==> src/sv/ppwl_pkg.sv <==
// Shared types and constants for the parallel port word link.
package ppwl_pkg;

    localparam int CMD_W   = 2;
    localparam int WORD_W  = 32;
    localparam int STAT_W  = 8;
    localparam int DATA_W  = 8;
    localparam int CTRL_W  = 4;
    localparam int BTO_W   = 20;
    localparam int TO_W    = 22;
    localparam int PHASE_W = 3;
    localparam int IDX_W   = 3;
    localparam int ADDR_W  = 4;
    localparam int APB_W   = 32;
    localparam int NIB_W   = 4;

    // Transfer phases.
    localparam logic [PHASE_W-1:0] PH_IDLE        = 3'd0;
    localparam logic [PHASE_W-1:0] PH_SEND_WAIT   = 3'd1;
    localparam logic [PHASE_W-1:0] PH_SEND_NEXT   = 3'd2;
    localparam logic [PHASE_W-1:0] PH_RECV_WAIT   = 3'd3;
    localparam logic [PHASE_W-1:0] PH_RECV_SAMPLE = 3'd4;

    // Commands.
    localparam logic [CMD_W-1:0] CMD_IDLE = 2'd0;
    localparam logic [CMD_W-1:0] CMD_BYTE = 2'd1;
    localparam logic [CMD_W-1:0] CMD_WORD = 2'd2;
    localparam logic [CMD_W-1:0] CMD_RECV = 2'd3;

    // Control port values and status bit positions.
    localparam logic [CTRL_W-1:0] CTRL_STROBE  = 4'h5;
    localparam logic [CTRL_W-1:0] CTRL_RELEASE = 4'h4;
    localparam int                BUSY_BIT     = 3;
    localparam int                NIB_LSB      = 4;

    localparam logic [IDX_W-1:0] LAST_SEND_IDX = 3'd3;
    localparam logic [IDX_W-1:0] LAST_RECV_IDX = 3'd7;

    // Register indexes.
    localparam logic [1:0] REG_BYTE_TO = 2'd0;
    localparam logic [1:0] REG_SEND_TO = 2'd1;
    localparam logic [1:0] REG_RECV_TO = 2'd2;

    localparam logic [BTO_W-1:0] BYTE_TO_RST = 20'd50;
    localparam logic [TO_W-1:0]  SEND_TO_RST = 22'd2000000;
    localparam logic [TO_W-1:0]  RECV_TO_RST = 22'd100000;

    typedef struct packed {
        logic [BTO_W-1:0] byte_timeout;
        logic [TO_W-1:0]  send_timeout;
        logic [TO_W-1:0]  recv_timeout;
    } t_cfg;

    typedef struct packed {
        logic [DATA_W-1:0] data_pins;
        logic [CTRL_W-1:0] ctrl_pins;
        logic              engine_busy;
        logic              done_res;
        logic              error;
        logic [WORD_W-1:0] word_out;
    } t_result;

endpackage

==> src/sv/ppwl_cfg.sv <==
// Configuration registers of the parallel port word link behind an APB-style port.
module ppwl_cfg
    import ppwl_pkg::*;
(
    input  logic              i_clk,
    input  logic              i_rst_n,
    input  logic              psel,
    input  logic              penable,
    input  logic              pwrite,
    input  logic [ADDR_W-1:0] paddr,
    input  logic [APB_W-1:0]  pwdata,
    output logic [APB_W-1:0]  prdata,
    output logic              pready,
    output t_cfg              o_cfg
);

    logic [BTO_W-1:0] r_byte_to;
    logic [TO_W-1:0]  r_send_to;
    logic [TO_W-1:0]  r_recv_to;
    logic             wr_en;
    logic [1:0]       reg_idx;

    assign pready  = 1'b1;
    assign wr_en   = psel && penable && pwrite;
    assign reg_idx = paddr[3:2];

    always_ff @(posedge i_clk) begin
        if (!i_rst_n) begin
            r_byte_to <= BYTE_TO_RST;
            r_send_to <= SEND_TO_RST;
            r_recv_to <= RECV_TO_RST;
        end else if (wr_en) begin
            unique case (reg_idx)
                REG_BYTE_TO: r_byte_to <= pwdata[BTO_W-1:0];
                REG_SEND_TO: r_send_to <= pwdata[TO_W-1:0];
                REG_RECV_TO: r_recv_to <= pwdata[TO_W-1:0];
                default: ;
            endcase
        end
    end

    always_comb begin
        unique case (reg_idx)
            REG_BYTE_TO: prdata = {{(APB_W-BTO_W){1'b0}}, r_byte_to};
            REG_SEND_TO: prdata = {{(APB_W-TO_W){1'b0}}, r_send_to};
            REG_RECV_TO: prdata = {{(APB_W-TO_W){1'b0}}, r_recv_to};
            default:     prdata = '0;
        endcase
    end

    assign o_cfg.byte_timeout = r_byte_to;
    assign o_cfg.send_timeout = r_send_to;
    assign o_cfg.recv_timeout = r_recv_to;

endmodule

==> src/sv/ppwl_core.sv <==
// Transfer state machine: advances the link by one tick per step.
module ppwl_core
    import ppwl_pkg::*;
(
    input  logic              i_clk,
    input  logic              i_rst_n,
    input  logic              i_step,
    input  logic [CMD_W-1:0]  i_command,
    input  logic [WORD_W-1:0] i_word_in,
    input  logic [STAT_W-1:0] i_status_pins,
    input  t_cfg              i_cfg,
    output t_result           o_res
);

    logic [PHASE_W-1:0] r_phase, n_phase;
    logic [IDX_W-1:0]   r_index, n_index;
    logic [WORD_W-1:0]  r_shift, n_shift;
    logic [TO_W-1:0]    r_wait, n_wait;
    logic [DATA_W-1:0]  r_data, n_data;
    logic [CTRL_W-1:0]  r_ctrl, n_ctrl;
    logic [CMD_W-1:0]   r_op, n_op;

    logic              line_busy;
    logic              timed_out;
    logic              done;
    logic              err;
    logic [WORD_W-1:0] word_res;
    logic [NIB_W-1:0]  nib;
    logic [TO_W-1:0]   op_timeout;

    assign line_busy = i_status_pins[BUSY_BIT];
    assign timed_out = (r_wait <= TO_W'(1));
    assign nib       = i_status_pins[NIB_LSB +: NIB_W] ^ 4'b1000;

    // Per-element timeout of the transfer in progress.
    always_comb begin
        if (r_op == CMD_BYTE) begin
            op_timeout = {{(TO_W-BTO_W){1'b0}}, i_cfg.byte_timeout};
        end else if (r_op == CMD_WORD) begin
            op_timeout = i_cfg.send_timeout;
        end else begin
            op_timeout = i_cfg.recv_timeout;
        end
    end

    always_comb begin
        n_phase  = r_phase;
        n_index  = r_index;
        n_shift  = r_shift;
        n_wait   = r_wait;
        n_data   = r_data;
        n_ctrl   = r_ctrl;
        n_op     = r_op;
        done     = 1'b0;
        err      = 1'b0;
        word_res = '0;
        unique case (r_phase)
            PH_SEND_WAIT: begin
                if (!line_busy) begin
                    n_ctrl = CTRL_RELEASE;
                    if (r_op != CMD_WORD || r_index >= LAST_SEND_IDX) begin
                        n_phase = PH_IDLE;
                        done    = 1'b1;
                    end else begin
                        n_index = r_index + IDX_W'(1);
                        n_shift = r_shift >> DATA_W;
                        n_phase = PH_SEND_NEXT;
                    end
                end else if (timed_out) begin
                    n_ctrl  = CTRL_RELEASE;
                    n_phase = PH_IDLE;
                    done    = 1'b1;
                    err     = 1'b1;
                end else begin
                    n_wait = r_wait - TO_W'(1);
                end
            end
            PH_SEND_NEXT: begin
                n_data  = r_shift[DATA_W-1:0];
                n_ctrl  = CTRL_STROBE;
                n_wait  = op_timeout;
                n_phase = PH_SEND_WAIT;
            end
            PH_RECV_WAIT: begin
                if (!line_busy) begin
                    n_ctrl  = CTRL_STROBE;
                    n_phase = PH_RECV_SAMPLE;
                end else if (timed_out) begin
                    n_ctrl  = CTRL_RELEASE;
                    n_phase = PH_IDLE;
                    done    = 1'b1;
                    err     = 1'b1;
                end else begin
                    n_wait = r_wait - TO_W'(1);
                end
            end
            PH_RECV_SAMPLE: begin
                n_shift = r_shift | ({{(WORD_W-NIB_W){1'b0}}, nib} << {r_index, 2'b00});
                n_ctrl  = CTRL_RELEASE;
                if (r_index >= LAST_RECV_IDX) begin
                    n_phase  = PH_IDLE;
                    done     = 1'b1;
                    word_res = n_shift;
                end else begin
                    n_index = r_index + IDX_W'(1);
                    n_wait  = i_cfg.recv_timeout;
                    n_phase = PH_RECV_WAIT;
                end
            end
            default: begin
                // Idle, and any code that means nothing, takes a new command.
                n_phase = PH_IDLE;
                case (i_command)
                    CMD_BYTE: begin
                        n_op    = CMD_BYTE;
                        n_index = '0;
                        n_shift = {{(WORD_W-DATA_W){1'b0}}, i_word_in[DATA_W-1:0]};
                        n_data  = i_word_in[DATA_W-1:0];
                        n_ctrl  = CTRL_STROBE;
                        n_wait  = {{(TO_W-BTO_W){1'b0}}, i_cfg.byte_timeout};
                        n_phase = PH_SEND_WAIT;
                    end
                    CMD_WORD: begin
                        n_op    = CMD_WORD;
                        n_index = '0;
                        n_shift = i_word_in;
                        n_data  = i_word_in[DATA_W-1:0];
                        n_ctrl  = CTRL_STROBE;
                        n_wait  = i_cfg.send_timeout;
                        n_phase = PH_SEND_WAIT;
                    end
                    CMD_RECV: begin
                        n_op    = CMD_RECV;
                        n_index = '0;
                        n_shift = '0;
                        n_ctrl  = CTRL_RELEASE;
                        n_wait  = i_cfg.recv_timeout;
                        n_phase = PH_RECV_WAIT;
                    end
                    default: ;
                endcase
            end
        endcase
    end

    always_ff @(posedge i_clk) begin
        if (!i_rst_n) begin
            r_phase <= PH_IDLE;
            r_index <= '0;
            r_shift <= '0;
            r_wait  <= '0;
            r_data  <= '0;
            r_ctrl  <= CTRL_RELEASE;
            r_op    <= CMD_IDLE;
        end else if (i_step) begin
            r_phase <= n_phase;
            r_index <= n_index;
            r_shift <= n_shift;
            r_wait  <= n_wait;
            r_data  <= n_data;
            r_ctrl  <= n_ctrl;
            r_op    <= n_op;
        end
    end

    assign o_res.data_pins   = n_data;
    assign o_res.ctrl_pins   = n_ctrl;
    assign o_res.engine_busy = (n_phase != PH_IDLE);
    assign o_res.done_res    = done;
    assign o_res.error       = err;
    assign o_res.word_out    = word_res;

endmodule

==> src/sv/parallel_port_word_link_unit.sv <==
// Top level of the parallel port word link: input register, tick engine, result register.
// Each accepted transaction is one clock tick of the link: a command with the sampled status
// pins, answered by exactly one result transaction with the pin values and completion flags.
// A new tick is accepted every clock cycle while the result side is not stalled; its result is
// offered once the tick has moved from the input register into the result register. The only
// per-tick work is one pass through the transfer state machine, and a stalled result holds back
// the input side through the input register. The user must write timeout registers only while
// no tick is in flight; the block itself does not enforce this.
module parallel_port_word_link_unit
    import ppwl_pkg::*;
(
    input  logic              i_clk,
    input  logic              i_rst_n,
    input  logic              i_in_valid,
    output logic              o_in_stall,
    input  logic [CMD_W-1:0]  i_command,
    input  logic [WORD_W-1:0] i_word_in,
    input  logic [STAT_W-1:0] i_status_pins,
    output logic              o_out_valid,
    input  logic              i_out_stall,
    output logic [DATA_W-1:0] o_data_pins,
    output logic [CTRL_W-1:0] o_ctrl_pins,
    output logic              o_engine_busy,
    output logic              o_done_res,
    output logic              o_error,
    output logic [WORD_W-1:0] o_word_out,
    input  logic              psel,
    input  logic              penable,
    input  logic              pwrite,
    input  logic [ADDR_W-1:0] paddr,
    input  logic [APB_W-1:0]  pwdata,
    output logic [APB_W-1:0]  prdata,
    output logic              pready
);

    t_cfg    cfg;
    t_result step_res;

    logic              r_in_valid;
    logic [CMD_W-1:0]  r_command;
    logic [WORD_W-1:0] r_word_in;
    logic [STAT_W-1:0] r_status;
    logic              r_out_valid;
    t_result           r_res;
    logic              advance;
    logic              in_take;

    // The held tick moves on when the result register is empty or being emptied.
    assign advance    = r_in_valid && (!r_out_valid || !i_out_stall);
    assign o_in_stall = r_in_valid && !advance;
    assign in_take    = i_in_valid && !o_in_stall;

    ppwl_cfg u_cfg (
        .i_clk   (i_clk),
        .i_rst_n (i_rst_n),
        .psel    (psel),
        .penable (penable),
        .pwrite  (pwrite),
        .paddr   (paddr),
        .pwdata  (pwdata),
        .prdata  (prdata),
        .pready  (pready),
        .o_cfg   (cfg)
    );

    ppwl_core u_core (
        .i_clk         (i_clk),
        .i_rst_n       (i_rst_n),
        .i_step        (advance),
        .i_command     (r_command),
        .i_word_in     (r_word_in),
        .i_status_pins (r_status),
        .i_cfg         (cfg),
        .o_res         (step_res)
    );

    always_ff @(posedge i_clk) begin
        if (!i_rst_n) begin
            r_in_valid <= 1'b0;
        end else if (in_take) begin
            r_in_valid <= 1'b1;
        end else if (advance) begin
            r_in_valid <= 1'b0;
        end
    end

    always_ff @(posedge i_clk) begin
        if (in_take) begin
            r_command <= i_command;
            r_word_in <= i_word_in;
            r_status  <= i_status_pins;
        end
    end

    always_ff @(posedge i_clk) begin
        if (!i_rst_n) begin
            r_out_valid <= 1'b0;
        end else if (advance) begin
            r_out_valid <= 1'b1;
        end else if (!i_out_stall) begin
            r_out_valid <= 1'b0;
        end
    end

    always_ff @(posedge i_clk) begin
        if (advance) begin
            r_res <= step_res;
        end
    end

    assign o_out_valid   = r_out_valid;
    assign o_data_pins   = r_res.data_pins;
    assign o_ctrl_pins   = r_res.ctrl_pins;
    assign o_engine_busy = r_res.engine_busy;
    assign o_done_res    = r_res.done_res;
    assign o_error       = r_res.error;
    assign o_word_out    = r_res.word_out;

endmodule
==> config.mk <==
export PLATFORM = sky130hd
export DESIGN_NAME = parallel_port_word_link_unit
export DESIGN_NICKNAME = d
export VERILOG_FILES = /design/src/sv/ppwl_pkg.sv /design/src/sv/ppwl_cfg.sv /design/src/sv/ppwl_core.sv /design/src/sv/parallel_port_word_link_unit.sv
export SDC_FILE = /design/constraint.sdc
export NUM_CORES = 1
export LEC_CHECK = 0
export BUFFER_PORTS_ARGS = -buffer_cell sky130_fd_sc_hd__clkbuf_2
export CAP_MARGIN = 20
export CORE_UTILIZATION = 53
export CTS_BUF_LIST = sky130_fd_sc_hd__clkbuf_4 sky130_fd_sc_hd__clkbuf_8 sky130_fd_sc_hd__clkbuf_16
export CTS_CLUSTER_SIZE = 28
export DETAILED_ROUTE_END_ITERATION = 16
export PLACE_DENSITY = 0.75
export SYNTH_ARGS = -nofsm -noshare
export SYNTH_HDL_FRONTEND = slang
export SYNTH_SLANG_ARGS = --single-unit
export TNS_END_PERCENT = 20
==> constraint.sdc <==
create_clock -name i_clk -period 4.5 [get_ports i_clk]
set_clock_uncertainty 0.2 [all_clocks]
set_input_delay 0.9 -clock i_clk [delete_from_list [all_inputs] [get_ports i_clk]]
set_output_delay 0.9 -clock i_clk [all_outputs]
set_load 0.02 [all_outputs]
# Word-level counts from Yosys, hierarchy flattened
# Cells that the tools add are included.
# totals
latchBits	0
regBits	229
input_bits	85
mem_bits_rw	0
elab_cells	123
mem_bits_ro	0
output_inout_bits	82
mem_count	0
# op_classes
magnitude_cmp	3
n_shift	1
muxes	42
mul	0
div_mod_pow	0
bitwise_logic	4
add_sub_neg	2
eq_ne	18
reduce_logical	32
# op_table
cell	n
22-bit one-hot mux with 3 select lines	3
32-bit one-hot mux with 3 select lines	2
22-bit two-way mux	5
32-bit two-way mux	2
32-bit OR	1
4-bit by 5-bit << shifter with 32-bit output	1
22-bit by 1-bit <= comparator with 1-bit output (second input constant)	1
22-bit by 1-bit subtractor with 22-bit output (second input constant)	1
3-bit two-way mux	7
4-bit one-hot mux with 4 select lines	1
8-bit one-hot mux with 2 select lines	1
4-bit two-way mux	3
3-bit one-hot mux with 4 select lines	1
2-bit != test (second input constant)	5
5-bit AND reduction	2
1-bit two-way mux	9
3-bit one-hot mux with 3 select lines	1
3-bit nonzero test	3
2-bit equality test (second input constant)	4
8-bit two-way mux	1
4-bit one-hot mux with 2 select lines	1
2-bit AND reduction	4
2-bit by 1-bit equality test with 1-bit output (second input constant)	3
3-bit by 2-bit equality test with 1-bit output (second input constant)	2
other kinds (23)	38

# Longest topological paths before layout
# logic_depth
word_depth	8
ltp_mapped	10
ltp_nobuf	8

# Cells and area by module
# From an unflattened synthesis, not the netlist that was laid out.
# unflattened
cells_unflattened	1221
area_unflattened_um2	11790.1
# by_module_without_submodules
mod	area_per_inst_um2	instances	cells_per_inst	seq_area_each_um2
ppwl_core	6042.0	1	789	1481.4
ppwl_cfg	2991.6	1	335	1281.2
parallel_port_word_link_unit	2756.4	1	97	2712.6

# Worst setup path after synthesis
# Ideal clock, no wire load.
# synth_timing
kind	input port to flip-flop
startpoint	input i_out_stall
endpoint	register u_core.r_phase[1]
arrival_ns	3.324
setup_time_ns	0.070
t_required_ns	4.230
cell_stages	7
n_path_buf	2
setup_slack_ns	0.906
cell_sequence	nand2_1 -> nand2_1 -> clkbuf_1 -> clkinv_1 -> clkbuf_1 -> o211ai_1 -> a21oi_1
# synth_via
elab_chain_cells	3
# synth_lines
item	line_no	rtl
start: declaration	parallel_port_word_link_unit.sv:20	input logic i_out_stall,
1-bit zero test	n/a	
1-bit logical OR	parallel_port_word_link_unit.sv:49	assign advance = r_in_valid && (!r_out_valid || !i_out_stall);
1-bit logical AND	parallel_port_word_link_unit.sv:49	
named net advance	parallel_port_word_link_unit.sv:45	logic advance;
end signal: assignment	ppwl_core.sv:156	r_phase <= n_phase;
end: declaration	ppwl_core.sv:15	logic [PHASE_W-1:0] r_phase, n_phase;
# The timed path passes the listed nets, and every way through them passes these cells.
# A chain may end at the register's enable or synchronous reset.

# Final worst setup path
# layout_timing
startpoint	input paddr[3]
endpoint	output prdata[0]
# layout_via
elab_chain_cells	2
word_cells_on_any_way	4
cone_classes	eq/ne (2); mux (1); reduce/logical (1)
# layout_lines
item	line_no	rtl
start: declaration	parallel_port_word_link_unit.sv:30	input logic [ADDR_W-1:0] paddr,
2-bit equality test, or another cell as far along	ppwl_cfg.sv:43	unique case (reg_idx)
22-bit one-hot mux with 3 select lines (*)	ppwl_cfg.sv:43	
end: declaration	parallel_port_word_link_unit.sv:32	output logic [APB_W-1:0] prdata,
# Every way passes the cells marked *; elsewhere a longest branch is shown, timed or not.

==> impl_metrics.env <==
export IMPL_worstHoldStart="u_core.r_ctrl[2]$_SDFFE_PN1P_"
export IMPL_vdd_drop_max_v=0.000386
export IMPL_ys_seq_elements=226
export IMPL_synth_most_common_cell="nand2_1"
export IMPL_cts_resized=0
export IMPL_synthMuxAreaShare=0.0360
export IMPL_num_vias=10300
export IMPL_synthTopCellsByCount="240 x nand2_1, 140 x dfxtp_1, 120 x a21oi_1, 93 x nor2_1, 86 x edfxtp_1"
export IMPL_final_nets=1456
export IMPL_ios=167
export IMPL_crit_path_end_kind="output port"
export IMPL_fin_setup_tns_ns=0
export IMPL_slew_viol_final=0
export IMPL_avgSynthCellArea_um2=8.91
export IMPL_drive_gt1_frac=0.180
export IMPL_leakage_nw=4.96
export IMPL_synth_compound_area_frac=0.233
export IMPL_cts_sinks=226
export IMPL_hold_class="register to register"
export IMPL_status="completed"
export IMPL_dp_final_hpwl_um=21400
export IMPL_core_region_area_um2=20600
export IMPL_grt_usage=0.296
export IMPL_hold_buffers=0
export IMPL_synth_top_area_frac=0.249
export IMPL_yosys_cell_types_count=77
export IMPL_clk_pin_slew_worst_paths_ns=0.06
export IMPL_r2r_start="u_core.r_op[0]$_SDFFE_PN0P_"
export IMPL_yosysSeqAreaShare=0.478
export IMPL_worstMarginPinSlew_ns=1.16
export IMPL_fill_cells=1715
export IMPL_synth_top_family_by_area="compound AO/OA/AOI/OAI gates"
export IMPL_drt_total_wl_um=32600
export IMPL_required_ns=3.40
export IMPL_startpoint="paddr[3]"
export IMPL_synthFlopType="dfxtp_1"
export IMPL_fin_crit_sh=0.723
export IMPL_numPortBuffers=140
export IMPL_dieArea_um2=21800
export IMPL_synthXorXnorAreaFrac=0.00545
export IMPL_postRouteAntennaNets=0
export IMPL_grt_max_degree=57
export IMPL_grt_pass1_wl_um=51200
export IMPL_vias_per_cell=6.27
export IMPL_rsz0062_at_grt="false"
export IMPL_hold_violations=0
export IMPL_hold_slack_ns=0.246
export IMPL_post_route_min_period_ns=3.25
export IMPL_max_freq_ghz=0.307
export IMPL_clk_path_buf_depth=3
export IMPL_area_growth_pct=15.2
export IMPL_rows=52
export IMPL_wl_per_cell_um=19.7
export IMPL_worstSetupPathType="primary input to output port"
export IMPL_grt_antenna_before_repair=0
export IMPL_grt_pass1_vias=9309
export IMPL_tritoncts="done"
export IMPL_cts_buffers=25
export IMPL_overflow=0
export IMPL_dr_pass1_iters=6
export IMPL_crit_fanout=11
export IMPL_h_tree_depth=1
export IMPL_start_kind="primary input"
export IMPL_p_per_area_nw_per_um2=390
export IMPL_postCtsSetupRepairBufs=0
export IMPL_post_synth_inst_count=1263
export IMPL_synth_area_leaders="dfxtp_1 25%, edfxtp_1 23%, nand2_1 8.0%"
export IMPL_cts_root_buf="clkbuf_16"
export IMPL_die_x_um=148
export IMPL_yosysTopAreaCell="dfxtp_1"
export IMPL_drc_errors=0
export IMPL_synth_edf_count=86
export IMPL_setup_viol=0
export IMPL_synth_area_um2=11300
export IMPL_globalplace_congestion=0.858
export IMPL_antenna_cells=0
export IMPL_synthAdderAreaFrac=0.0120
export IMPL_cap_violations=0
export IMPL_drt_first_iter_violations=1273
export IMPL_fp_dieH_um=148
export IMPL_arrival_ns=2.15
export IMPL_ys_async_sr_fraction=0
export IMPL_yosysWarnings=0
export IMPL_initial_core_util=0.548
export IMPL_synth_simple_area_share=0.184
export IMPL_insertion_delay_ns=0.54
export IMPL_max_slew_margin=0.222
routing by layer:
metal,vias up,global-route usage,routed length (um)
met2,597,0.445,14200
met5,-,0,0
met4,0,0.0943,1070
met1,4851,0.436,14000
li1,4812,-,-
met3,83,0.0457,3280
cell usage in the layout (no fill, tap or decap), drive strengths merged, types with 6 or more instances in the layout:
master / n
nand2: 240
clkbuf: 170
dfxtp: 140
a21oi: 120
nor2: 94
edfxtp: 86
o21ai: 61
a22oi: 47
o211ai: 46
mux2i: 36
nand3: 34
nor3: 31
buf: 30
a31oi: 28
inv: 18
a22o: 15
a311oi: 12
conb: 11
a221o: 10
ha: 10
nor2b: 10
and2: 9
nor3b: 8
clkinv: 8
and3: 7
a221oi: 7
a211oi: 7
o31ai: 7
xor2: 6
nand4: 6
a21o: 6
nor4: 6
worst max-delay path, stage by stage:
cell	delay, ns
clkbuf_2	0.08
nor2b_1	0.44
buf_4	0.30
nand2_1	0.07
o21ai_0	0.13
clkbuf_2	0.23
final cells by class:
class	instances	area, um2	area share
timing repair buffer	170	966	0.0744
sequential	226	5390	0.415
clock inverter	16	178	0.0137
tap	270	338	0.0260
multi-input combinational	923	5380	0.415
inverter	15	56.3	0.00434
clock buffer	30	669	0.0516
registers in the layout (all words and copies together) (netlist names), 4 cells and up:
| signal | count |
|---|---|
| u_core.r_shift | 32 |
| u_cfg.r_send_to | 22 |
| o_data_pins | 8 |
| u_core.r_data | 8 |
| u_cfg.r_byte_to | 20 |
| o_ctrl_pins | 4 |
| u_core.r_wait | 22 |
| u_cfg.r_recv_to | 22 |
| u_core.r_ctrl | 4 |
| r_word_in | 32 |
| o_word_out | 32 |
| r_status | 5 |
kinds of logic (layout without fill, tap and decap cells):
family,Yosys count,in the layout
and+or+nand+nor,463,463
AOI/OAI and AO/OA,391,391
DFF,226,226
buffers and inverters,123,231
muxes,40,40
adders and majority gates,11,11
xor gates and xnor gates,7,7
other,2,11
metrics by stage:
stage	setup slack, ns	instances	utilization	cell area (um2)	power (W)
global route	1.18	1650	0.631	13000	0.00522
floorplan	0.906	1272	-	11300	0.00277
detailed placement	1.27	1602	0.588	12100	0.00298
finish	1.25	1650	0.631	13000	0.00505
global placement	1.28	1602	0.588	12100	0.00297
CTS	1.27	1648	0.630	12900	0.00505
path summary, 6_finish.rpt:
| kind | end | slack [ns] | depth (start not counted) |
|---|---|---|---|
| worst min-delay path | u_core.r_ctrl[2]$_SDFFE_PN1P_ | 0.25 | 1 |
| worst max register to register | u_core.r_wait[13]$_SDFFE_PN0P_ | 1.39 | 7 |
| worst min register to register | u_core.r_ctrl[2]$_SDFFE_PN1P_ | 0.25 | 1 |
| worst max-delay path | prdata[0] | 1.25 | 6 |
power by group:
part	leakage, nW	internal, W	total (W)	switching [W]
clock network	0.416	0.00124	0.00209	0.000847
registers	1.97	0.00220	0.00227	0.0000690
logic	2.58	0.000230	0.000689	0.000459
total	4.96	0.00368	0.00505	0.00138
Power figures use the tool's default switching activity.
